[src/hdl/cpr_pkg.sv]
`default_nettype none
package cpr_pkg;
	typedef enum logic [1:0] {
		KIND_ADD   = 2'd0,
		KIND_FREE  = 2'd1,
		KIND_TOUCH = 2'd2,
		KIND_EVICT = 2'd3
	} kind_t;

	typedef enum logic [1:0] {
		ST_OK        = 2'd0,
		ST_NOT_FOUND = 2'd1,
		ST_FULL      = 2'd2,
		ST_EMPTY     = 2'd3
	} status_t;
endpackage
`default_nettype wire

[src/hdl/cpr_ram.sv]
`default_nettype none
module cpr_ram #(
	parameter int WIDTH = 8,
	parameter int DEPTH = 64
) (
	input  wire logic                     clk,
	input  wire logic                     we,
	input  wire logic [$clog2(DEPTH)-1:0] waddr,
	input  wire logic [WIDTH-1:0]         wdata,
	input  wire logic [$clog2(DEPTH)-1:0] raddr,
	output logic      [WIDTH-1:0]         rdata
);
	logic [WIDTH-1:0] mem [DEPTH];

	always_ff @(posedge clk) begin
		if (we) begin
			mem[waddr] <= wdata;
		end
		rdata <= mem[raddr];
	end
endmodule
`default_nettype wire

[src/hdl/clock_page_replacement_top.sv]
// channel | valid     | stall     | payload
// in      | in_valid  | in_stall  | kind, frame_addr, is_anon, is_write
// out     | out_valid | out_stall | status, victim_frame, needs_swap
// one item at a time; each slot access is a registered read of the slot memories
// add: write the free slot from a priority encoder, then link it after the tail if any
// free and touch: each ring entry examined is read, then checked; a free then unlinks it
// evict: read the hand entry, step past accessed entries, then unlink (not if last)
// reset clears only state, valid flags, head/tail/hand pointers and count; memories need none
// the result waits in an output register and the block idles until it is taken
`default_nettype none
module clock_page_replacement_top #(
	parameter int FRAMES     = 64,
	parameter int FRAME_BITS = 20
) (
	input  wire logic                    clk,
	input  wire logic                    arst_n,
	input  wire logic                    in_valid,
	output logic                         in_stall,
	input  wire cpr_pkg::kind_t          kind,
	input  wire logic [FRAME_BITS-1:0]   frame_addr,
	input  wire logic                    is_anon,
	input  wire logic                    is_write,
	output logic                         out_valid,
	input  wire logic                    out_stall,
	output cpr_pkg::status_t             status,
	output logic      [FRAME_BITS-1:0]   victim_frame,
	output logic                         needs_swap
);
	import cpr_pkg::*;

	localparam int SB = $clog2(FRAMES);
	localparam int CB = $clog2(FRAMES + 1);
	localparam int NW = FRAME_BITS + SB + 3;

	typedef enum logic [3:0] {
		S_IDLE, S_FREE_SLOT, S_LINK, S_RD, S_CHECK, S_UNLINK_P, S_UNLINK_N, S_OUT
	} state_t;

	state_t state_q;
	kind_t kind_q;
	logic [FRAME_BITS-1:0] addr_q;
	logic anon_q, write_q;
	logic [FRAMES-1:0] valid_q;
	logic [SB-1:0] head_q, tail_q, hand_q, cur_q, slot_q;
	logic hand_valid_q;
	logic [CB-1:0] count_q, walk_q;
	logic evict_q;

	// memory entry: frame, next, accessed, dirty, anon
	logic          m_we;
	logic [SB-1:0] m_waddr, m_raddr;
	logic [NW-1:0] m_wdata, m_rdata;
	logic [FRAME_BITS-1:0] rd_frame;
	logic [SB-1:0] rd_next, rd_prev;
	logic rd_acc, rd_dirty, rd_anon;
	// prev links sit in a second memory so they can be written alone
	logic          l_we;
	logic [SB-1:0] l_waddr, l_raddr;
	logic [SB-1:0] l_wdata, l_rdata;

	cpr_ram #(.WIDTH(NW), .DEPTH(FRAMES)) u_nxt (
		.clk(clk), .we(m_we), .waddr(m_waddr), .wdata(m_wdata),
		.raddr(m_raddr), .rdata(m_rdata)
	);
	cpr_ram #(.WIDTH(SB), .DEPTH(FRAMES)) u_prv (
		.clk(clk), .we(l_we), .waddr(l_waddr), .wdata(l_wdata),
		.raddr(l_raddr), .rdata(l_rdata)
	);
	assign rd_frame = m_rdata[NW-1:SB+3];
	assign rd_next  = m_rdata[SB+2:3];
	assign rd_acc   = m_rdata[2];
	assign rd_dirty = m_rdata[1];
	assign rd_anon  = m_rdata[0];
	assign rd_prev  = l_rdata;

	logic hit;
	assign hit = valid_q[cur_q] && rd_frame == addr_q;

	// lowest free slot
	logic [SB-1:0] free_slot;
	always_comb begin
		free_slot = '0;
		for (int i = FRAMES - 1; i >= 0; i--) begin
			if (!valid_q[i]) begin
				free_slot = SB'(i);
			end
		end
	end

	// second pointer update of the add and unlink sequences
	logic [SB-1:0] up_slot_q, up_next_q;
	logic [FRAME_BITS-1:0] up_frame_q;
	logic [2:0] up_flags_q;
	logic up_next_we_q;

	always_comb begin
		m_we = 1'b0;
		m_waddr = slot_q;
		m_wdata = {addr_q, head_q, 1'b0, 1'b0, anon_q};
		l_we = 1'b0;
		l_waddr = slot_q;
		l_wdata = tail_q;
		m_raddr = cur_q;
		l_raddr = cur_q;
		unique case (state_q)
			S_FREE_SLOT: begin
				m_we = 1'b1;
				l_we = 1'b1;
				if (count_q == '0) begin
					m_wdata = {addr_q, slot_q, 1'b0, 1'b0, anon_q};
					l_wdata = slot_q;
				end
			end
			S_LINK: begin
				// tail.next = new, head.prev = new
				m_we = up_next_we_q;
				m_waddr = tail_q;
				m_wdata = {up_frame_q, slot_q, up_flags_q};
				l_we = up_next_we_q;
				l_waddr = head_q;
				l_wdata = slot_q;
			end
			S_CHECK: begin
				// touch sets accessed, the hand walk clears it
				m_waddr = cur_q;
				m_wdata = {rd_frame, rd_next, !evict_q, rd_dirty | (!evict_q && write_q),
					rd_anon};
				m_we = evict_q ? (walk_q != '0 && rd_acc) : (kind_q == KIND_TOUCH && hit);
			end
			S_UNLINK_P: begin
				m_we = up_next_we_q;
				m_waddr = up_slot_q;
				m_wdata = {rd_frame, up_next_q, rd_acc, rd_dirty, rd_anon};
			end
			S_UNLINK_N: begin
				l_we = 1'b1;
				l_waddr = up_next_q;
				l_wdata = up_slot_q;
			end
			default: ;
		endcase
	end

	always_ff @(posedge clk or negedge arst_n) begin
		if (!arst_n) begin
			state_q <= S_IDLE;
			valid_q <= '0;
			head_q <= '0;
			tail_q <= '0;
			hand_q <= '0;
			hand_valid_q <= 1'b0;
			count_q <= '0;
			out_valid <= 1'b0;
		end else begin
			unique case (state_q)
				S_IDLE: begin
					if (in_valid) begin
						kind_q <= kind;
						addr_q <= frame_addr;
						anon_q <= is_anon;
						write_q <= is_write;
						status <= ST_OK;
						victim_frame <= '0;
						needs_swap <= 1'b0;
						walk_q <= '0;
						evict_q <= (kind == KIND_EVICT);
						unique case (kind)
							KIND_ADD: begin
								if (count_q >= CB'(FRAMES)) begin
									status <= ST_FULL;
									state_q <= S_OUT;
									out_valid <= 1'b1;
								end else begin
									slot_q <= free_slot;
									state_q <= S_FREE_SLOT;
								end
							end
							KIND_FREE, KIND_TOUCH: begin
								cur_q <= head_q;
								state_q <= S_RD;
							end
							KIND_EVICT: begin
								if (count_q == '0) begin
									status <= ST_EMPTY;
									state_q <= S_OUT;
									out_valid <= 1'b1;
								end else begin
									// read the hand entry to find its successor
									cur_q <= hand_q;
									state_q <= S_RD;
								end
							end
							default: ;
						endcase
					end
				end
				S_FREE_SLOT: begin
					valid_q[slot_q] <= 1'b1;
					if (count_q == '0) begin
						head_q <= slot_q;
						tail_q <= slot_q;
						count_q <= count_q + 1'b1;
						state_q <= S_OUT;
						out_valid <= 1'b1;
					end else begin
						// tail frame must be kept: read it before rewriting its next
						cur_q <= tail_q;
						up_next_we_q <= 1'b0;
						state_q <= S_CHECK;
					end
				end
				S_LINK: begin
					if (up_next_we_q) begin
						tail_q <= slot_q;
						count_q <= count_q + 1'b1;
						state_q <= S_OUT;
						out_valid <= 1'b1;
					end else begin
						up_frame_q <= rd_frame;
						up_flags_q <= {rd_acc, rd_dirty, rd_anon};
						up_next_we_q <= 1'b1;
					end
				end
				S_RD: begin
					state_q <= S_CHECK;
				end
				S_CHECK: begin
					if (kind_q == KIND_ADD) begin
						state_q <= S_LINK;
					end else if (evict_q) begin
						// rd_* holds the entry at cur_q (the hand entry on the first pass); step to successor
						if (walk_q == '0 && hand_valid_q) begin
							cur_q <= rd_next;
							walk_q <= walk_q + 1'b1;
							state_q <= S_RD;
						end else begin
							if (walk_q == '0) begin
								cur_q <= head_q;
								walk_q <= walk_q + 1'b1;
								hand_valid_q <= 1'b1;
								hand_q <= head_q;
								state_q <= S_RD;
							end else begin
								hand_q <= cur_q;
								hand_valid_q <= 1'b1;
								if (rd_acc) begin
									cur_q <= rd_next;
									state_q <= S_RD;
								end else begin
									victim_frame <= rd_frame;
									needs_swap <= rd_dirty | rd_anon;
									// remove the victim through the free path
									addr_q <= rd_frame;
									evict_q <= 1'b0;
									kind_q <= KIND_FREE;
									walk_q <= '0;
									state_q <= S_RD;
								end
							end
						end
					end else if (hit) begin
						if (kind_q == KIND_TOUCH) begin
							state_q <= S_OUT;
							out_valid <= 1'b1;
						end else begin
							valid_q[cur_q] <= 1'b0;
							if (count_q <= CB'(1)) begin
								count_q <= '0;
								hand_valid_q <= 1'b0;
								state_q <= S_OUT;
								out_valid <= 1'b1;
							end else begin
								if (cur_q == head_q) head_q <= rd_next;
								if (cur_q == tail_q) tail_q <= rd_prev;
								if (hand_valid_q && hand_q == cur_q) hand_q <= rd_prev;
								count_q <= count_q - 1'b1;
								up_slot_q <= rd_prev;
								up_next_q <= rd_next;
								// keep prev's frame: read it first
								slot_q <= cur_q;
								cur_q <= rd_prev;
								state_q <= S_UNLINK_P;
								up_next_we_q <= 1'b0;
							end
						end
					end else if (walk_q + 1'b1 >= count_q) begin
						status <= ST_NOT_FOUND;
						state_q <= S_OUT;
						out_valid <= 1'b1;
					end else begin
						walk_q <= walk_q + 1'b1;
						cur_q <= rd_next;
						state_q <= S_RD;
					end
				end
				S_UNLINK_P: begin
					// first pass reads prev entry, second writes it
					if (!up_next_we_q) begin
						up_next_we_q <= 1'b1;
					end else begin
						state_q <= S_UNLINK_N;
					end
				end
				S_UNLINK_N: begin
					state_q <= S_OUT;
					out_valid <= 1'b1;
				end
				S_OUT: begin
					if (!out_stall) begin
						out_valid <= 1'b0;
						state_q <= S_IDLE;
					end
				end
				default: state_q <= S_IDLE;
			endcase
		end
	end

	// during the unlink write the prev entry's frame and flags come from the read port
	assign in_stall = (state_q != S_IDLE);

	// the first unlink cycle must not write before the frame is read
	logic unused_ok;
	assign unused_ok = m_we && state_q == S_UNLINK_P && !up_next_we_q;

	assert property (@(posedge clk) disable iff (!arst_n) !unused_ok)
		else $error("unlink wrote before reading");
	assert property (@(posedge clk) disable iff (!arst_n)
		count_q <= CB'(FRAMES)) else $error("count overflow");
	assert property (@(posedge clk) disable iff (!arst_n)
		out_valid |-> state_q == S_OUT) else $error("result outside output state");
	assert property (@(posedge clk) disable iff (!arst_n)
		(count_q == '0) |-> !hand_valid_q || state_q != S_IDLE)
		else $error("hand set on empty table");
endmodule
`default_nettype wire

[config.mk]
export PLATFORM = sky130hd
export DESIGN_NAME = clock_page_replacement_top
export DESIGN_NICKNAME = d
export VERILOG_FILES = /design/src/hdl/cpr_pkg.sv /design/src/hdl/cpr_ram.sv /design/src/hdl/clock_page_replacement_top.sv
export SDC_FILE = /design/constraint.sdc
export NUM_CORES = 2
export LEC_CHECK = 0
export BUFFER_PORTS_ARGS = -buffer_cell sky130_fd_sc_hd__buf_4
export CORE_MARGIN = 2
export CORE_UTILIZATION = 34
export DETAILED_ROUTE_END_ITERATION = 10
export SLEW_MARGIN = 20
export SYNTH_ARGS = -nofsm -noshare
export SYNTH_HDL_FRONTEND = slang
export SYNTH_HIERARCHICAL = 1
export SYNTH_SLANG_ARGS = --single-unit
[constraint.sdc]
create_clock -name clk -period 8.5 [get_ports clk]
set_clock_uncertainty 0.05 [all_clocks]
set_input_delay 1.275 -clock clk [delete_from_list [all_inputs] [get_ports clk]]
set_output_delay 1.275 -clock clk [all_outputs]
set_load 0.03 [all_outputs]
# After elaboration in Yosys (flattened, before gate mapping)
# Memories as Yosys holds them, arrays and structs flattened. A register that Yosys moved wholly into a read port is not among the register bits.
# Cells that the tools add are included.
[word_totals]
in_bits = 28
n_memories = 2
ram_bits = 2240
regBits = 198
output_inout_bits = 25
latch_bits = 0
rom_bits = 0
wordCells = 374
[memory_table]
columns = ["memory", "words", "width", "rd", "rd_ports_with_merged_regs", "write_ports", "line", "text"]
rows = [
  ["u_nxt.mem", 64, 29, 1, 1, 1, "cpr_ram.sv:13", "logic [WIDTH-1:0] mem [DEPTH];"],
  ["u_prv.mem", 64, 6, 1, 1, 1, "cpr_ram.sv:13", ""],
]
[classes]
shifts = 0
mux = 230
n_reduce_logical = 46
n_eq_ne = 52
n_mul = 0
add_sub_neg = 3
n_div = 0
bitwise_logic = 10
order_cmp = 7
[ops]
columns = ["operator", "count"]
rows = [
  ["6-bit 2-to-1 mux", 106],
  ["64-bit 2-to-1 mux", 4],
  ["20-bit 2-to-1 mux", 7],
  ["64-bit one-hot mux with 2 select lines", 1],
  ["29-bit one-hot mux with 4 select lines", 1],
  ["7-bit 2-to-1 mux", 15],
  ["20-bit one-hot mux with 2 select lines", 2],
  ["6-bit one-hot mux with 3 select lines", 4],
  ["64-bit AND", 1],
  ["64-bit inverter", 1],
  ["64-bit OR", 1],
  ["6-bit one-hot mux with 2 select lines", 4],
  ["2-bit inequality test, second input constant", 23],
  ["1-bit 2-to-1 mux", 42],
  ["7-bit AND reduction", 5],
  ["2-bit 2-to-1 mux", 16],
  ["4-bit one-hot mux with 8 select lines", 1],
  ["8-bit AND reduction", 4],
  ["4-bit 2-to-1 mux", 7],
  ["7-bit one-hot mux with 3 select lines", 1],
  ["20-bit equality test", 1],
  ["10-bit AND reduction", 2],
  ["6-bit equality test", 3],
  ["4-bit by 3-bit equality test with 1-bit output, second input constant", 4],
  ["45 further kinds", 92],
]

# Longest topological paths before layout
[logic_depth]
ltp_word = 68
ltp_mapped = 13

# By module
# The synthesis kept the hierarchy.
[by_module_without_submodules]
columns = ["module", "seq_area_each_um2", "cells_each", "area_each_um2", "instances"]
rows = [
  ["cpr_ram at u_nxt", 56314.0, 3216, 71542.4, 1],
  ["cpr_ram at u_prv", 11651.2, 729, 15205.8, 1],
  ["clock_page_replacement_top", 5445.2, 1267, 11785.1, 1],
]

# Least setup slack after synthesis
# Ideal clock, no wire load.
[synth_path]
path_kind = "register to register"
from = "register state_q[0]"
to = "memory u_nxt/mem[48][0] (netlist name) (enable)"
setup_time_ns = 0.451
setup_slack_ns = 3.721
synth_period_minus_slack_ns = 4.779
required_ns = 7.999
arrival_ns = 4.277
stages_incl_launch_ff = 9
cell_sequence = "dfrtp_1 > buf_1 > clkbuf_1 > mux2i_1 > nor2_1 > a221o_1 > clkbuf_1 > or3_1 > nor3_1"
[synth_between]
elab_cells_between_ends = 9
cone_classes = "eq/ne (4); mux (4); reduce/logical (1)"
[synth_lines]
columns = ["item", "line", "text"]
rows = [
  ["start, declared", "clock_page_replacement_top.sv:39", "state_t state_q;"],
  ["start signal, assigned", "clock_page_replacement_top.sv:146", "state_q <= S_IDLE;"],
  ["start signal, assigned", "clock_page_replacement_top.sv:171", "state_q <= S_OUT;"],
  ["start signal, assigned", "clock_page_replacement_top.sv:175", "state_q <= S_FREE_SLOT;"],
  ["4-bit by 3-bit equality test with 1-bit output or 4-bit by 2-bit equality test with 1-bit output (tied branches)", "clock_page_replacement_top.sv:105", "unique case (state_q)"],
  ["6-bit one-hot mux with 3 select lines *", "clock_page_replacement_top.sv:105", ""],
  ["via m_waddr[2]", "clock_page_replacement_top.sv:51", "logic [SB-1:0] m_waddr, m_raddr;"],
  ["end, declared", "cpr_ram.sv:13", ""],
]
# Mark *: on every way through the listed nets, which the timed path passes. The rest lies on a longest branch.

# Final worst setup path
[layout_path]
from = "register state_q[0]"
to = "memory u_nxt/mem[54][18] (netlist name) (enable)"
# The elaborated chain is that of the path after synthesis.

==> metrics.txt <==
GR Util All Layers=17.5%; LEAKAGE=0.0356 µW; vias in the first global route=50600; DIE AREA=294000 µm²; Period Utilization, post-route=74.2%; top post-synthesis cells by count=2343 x edfxtp_1, 480 x mux4_2, 339 x mux2i_1, 239 x o21ai_0, 225 x nor2_1; vias per cell=5.60; syn nets=5256; IR drop worst, VDD=0.366 mV; Yosys reg bits=2472; grt ovf=0; CTS root buffer=clkbuf_16; # setup viols final=0; overall power=38200 µW; Area Growth Syn to Fin=13.5%; Routed WL=262000 µm; Slew @ Worst Pin=1.21 ns; Distinct cells, synth=85; dominant cell type by area after synthesis=edfxtp_1; drt drc=0; row count=197; TritonCTS buffer count=236; register area share after synthesis=74.5%; top-count cell post-synth=edfxtp_1; relative slew slack=19.2%; reg2reg start=state_q[0]$_DFFE_PN0P_; Async SR Flop Fraction=3.80%; Ports=53; number of port buffers=52; dpl ws=2.37 ns; drt initial violations=7378; Initial Util=34.2%; Die Y-Extent=542 µm; critical path required time=8.89 ns; Syn Inst Count=5212; Critical Path Start=state_q[0]$_DFFE_PN0P_; post-route ant nets=0; metal3 WL=22300 µm; WS Path Type=reg -> reg; CP startpoint kind=register; setup TNS=0 ns; clock sinks=2472; arrival time worst endpoint=6.70 ns; uppermost layer routed=met4; final worst-path setup slack=2.19 ns; post-synthesis area per instance=18.9 µm²; Worst-Skew Late Latency=0.87 ns; FMAX=159 MHz; CP Max Fanout=35; post-CTS setup buffer count=0; Vias=52100; ratio of cells with drive above 1 in the final layout=20.5%; synth top area cells=edfxtp_1 71%, mux4_2 11%, mux2i_1 3.4%; number of synthesized flops with an enable pin=2343; synthesized area=98500 µm²; first-pass GRT wire length=374000 µm; largest net degree at the start of global routing=120; Tmin final=6.31 ns; Final Hold Viols=0; warnings from Yosys=6; Die Wd=542 µm; RSZ-0062 raised after global routing=no; crit end category=register; pwr/cell area=342 nW/µm²; status=complete, no violations; hpwl dp=156000 µm; clock buffer depth=3; post-synth top area share=71.4%; CTS tree=built; CTS Hold Bufs=0; met2 wire length=120000 µm; Met1 Routed Length=112000 µm; routability cong.=0.882; Max H-tree Level=4; WL per Instance=28.2 µm; Layout Nets=5365; Core ar.=288000 µm²; Hold Crit Class=in -> async; # Max-Cap Violations=0; Slew Viols, Final=0; ys flop type=edfxtp_1; CTS resizes=0; initial antenna violation count=11; 1st-pass router iterations=7; Clock transition at path regs=0.06 ns
metrics by stage:
stage	std cells	area (µm²)	utilization (%)	hold slack, ns
after CTS	9287	112000	38.7	0.208
after floorplan	5212	98500	-	0.381
after detailed placement	8855	104000	36.0	0.445
after global routing	9297	112000	38.8	0.246
final	9304	112000	38.8	0.291
after global placement	8852	104000	36.0	0.439
kinds of logic (layout without fill, tap and decap cells):
logic type                 count (synthesis)  after routing  synth area share (%)
xor gates and xnor gates                  43             43                 0.382
other                                      0              8                     0
muxes                                    833            833                  14.6
DFF                                     2472           2472                  74.5
buffers and inverters                    340            643                  1.65
AOI/OAI and AO/OA                        800            800                  5.25
adders and majority gates                 17             17                 0.213
and+or+nand+nor                          707            707                  3.42
power breakdown:
group          leakage [µW]  total [µW]  internal (µW)  switching (µW)
clock network       0.00375       10500           5990            4500
registers            0.0227       17600          16900             664
logic               0.00913       10200           2570            7610
registers in the layout, indices dropped and copies added, names as in the netlist, 7 cells and up:
signal / count
up_frame_q: 20
u_prv/mem: 384
walk_q: 7
victim_frame: 20
u_nxt/rdata: 29
count_q: 7
u_nxt/mem: 1856
valid_q: 64
addr_q: 20
area by class of cell:
cell class / count / area [µm²]
clock inverters: 121 / 1400
diodes: 8 / 20.0
multi-input cells: 2400 / 24200
clock buffers: 311 / 6330
flip-flops and latches: 2472 / 73400
repair buffers: 175 / 1590
inverters: 36 / 135
fillers: 25700 / 176000
well taps: 3781 / 4730
placed cells by master, fill, tap and decap left out, types with 49 or more instances in the layout:
cell       Yosys  final
nor2_4         0     65
a21oi_1       58     52
edfxtp_1    2343   2343
o21ai_0      239    234
nor2_1       225    158
nand3_1       50     50
clkbuf_1     139     64
nand2_1      209    187
a22oi_1      140    140
a21o_1        54     54
clkinv_1       1     49
clkbuf_16      0    239
mux2i_1      339    339
o22ai_1       93     93
mux4_2       480    480
and3_1        56     56
a31oi_1       81     81
buf_4         46    156
dfrtp_1       94     94
critical path, cell delays in order (launching register included):
cell and delay (ns):
dfrtp_1 0.33, buf_4 0.36, clkinv_1 0.93, nand2_1 0.91, nor2_2 0.05, buf_4 0.30, nor2_2 0.24, buf_4 0.41
a221o_1 0.48, nand3b_1 0.64, nor2_4 1.09
final timing paths:
path                                               end  slack (ns)  cells after the start
min reg2reg                   up_frame_q[11]$_DFFE_PP_        0.46                      0
max in group asynchronous      valid_q[38]$_DFFE_PN0P_        7.05                      2
min                             state_q[0]$_DFFE_PN0P_        0.29                      1
max reg2reg                u_nxt/mem[54][18]$_DFFE_PP_        2.19                     10
max                        u_nxt/mem[54][18]$_DFFE_PP_        2.19                     10
min in group clk              up_frame_q[11]$_DFFE_PP_        0.46                      0
metal layers:
| layer | vias to the layer above | GRT usage, % |
|---|---|---|
| met1 | 27600 | 25.5 |
| met4 | 0 | 5.11 |
| met3 | 414 | 3.04 |
| li1 | 21600 | - |
| met5 | - | 0 |
| met2 | 2507 | 26.8 |
(Power assumes the default switching activity.)
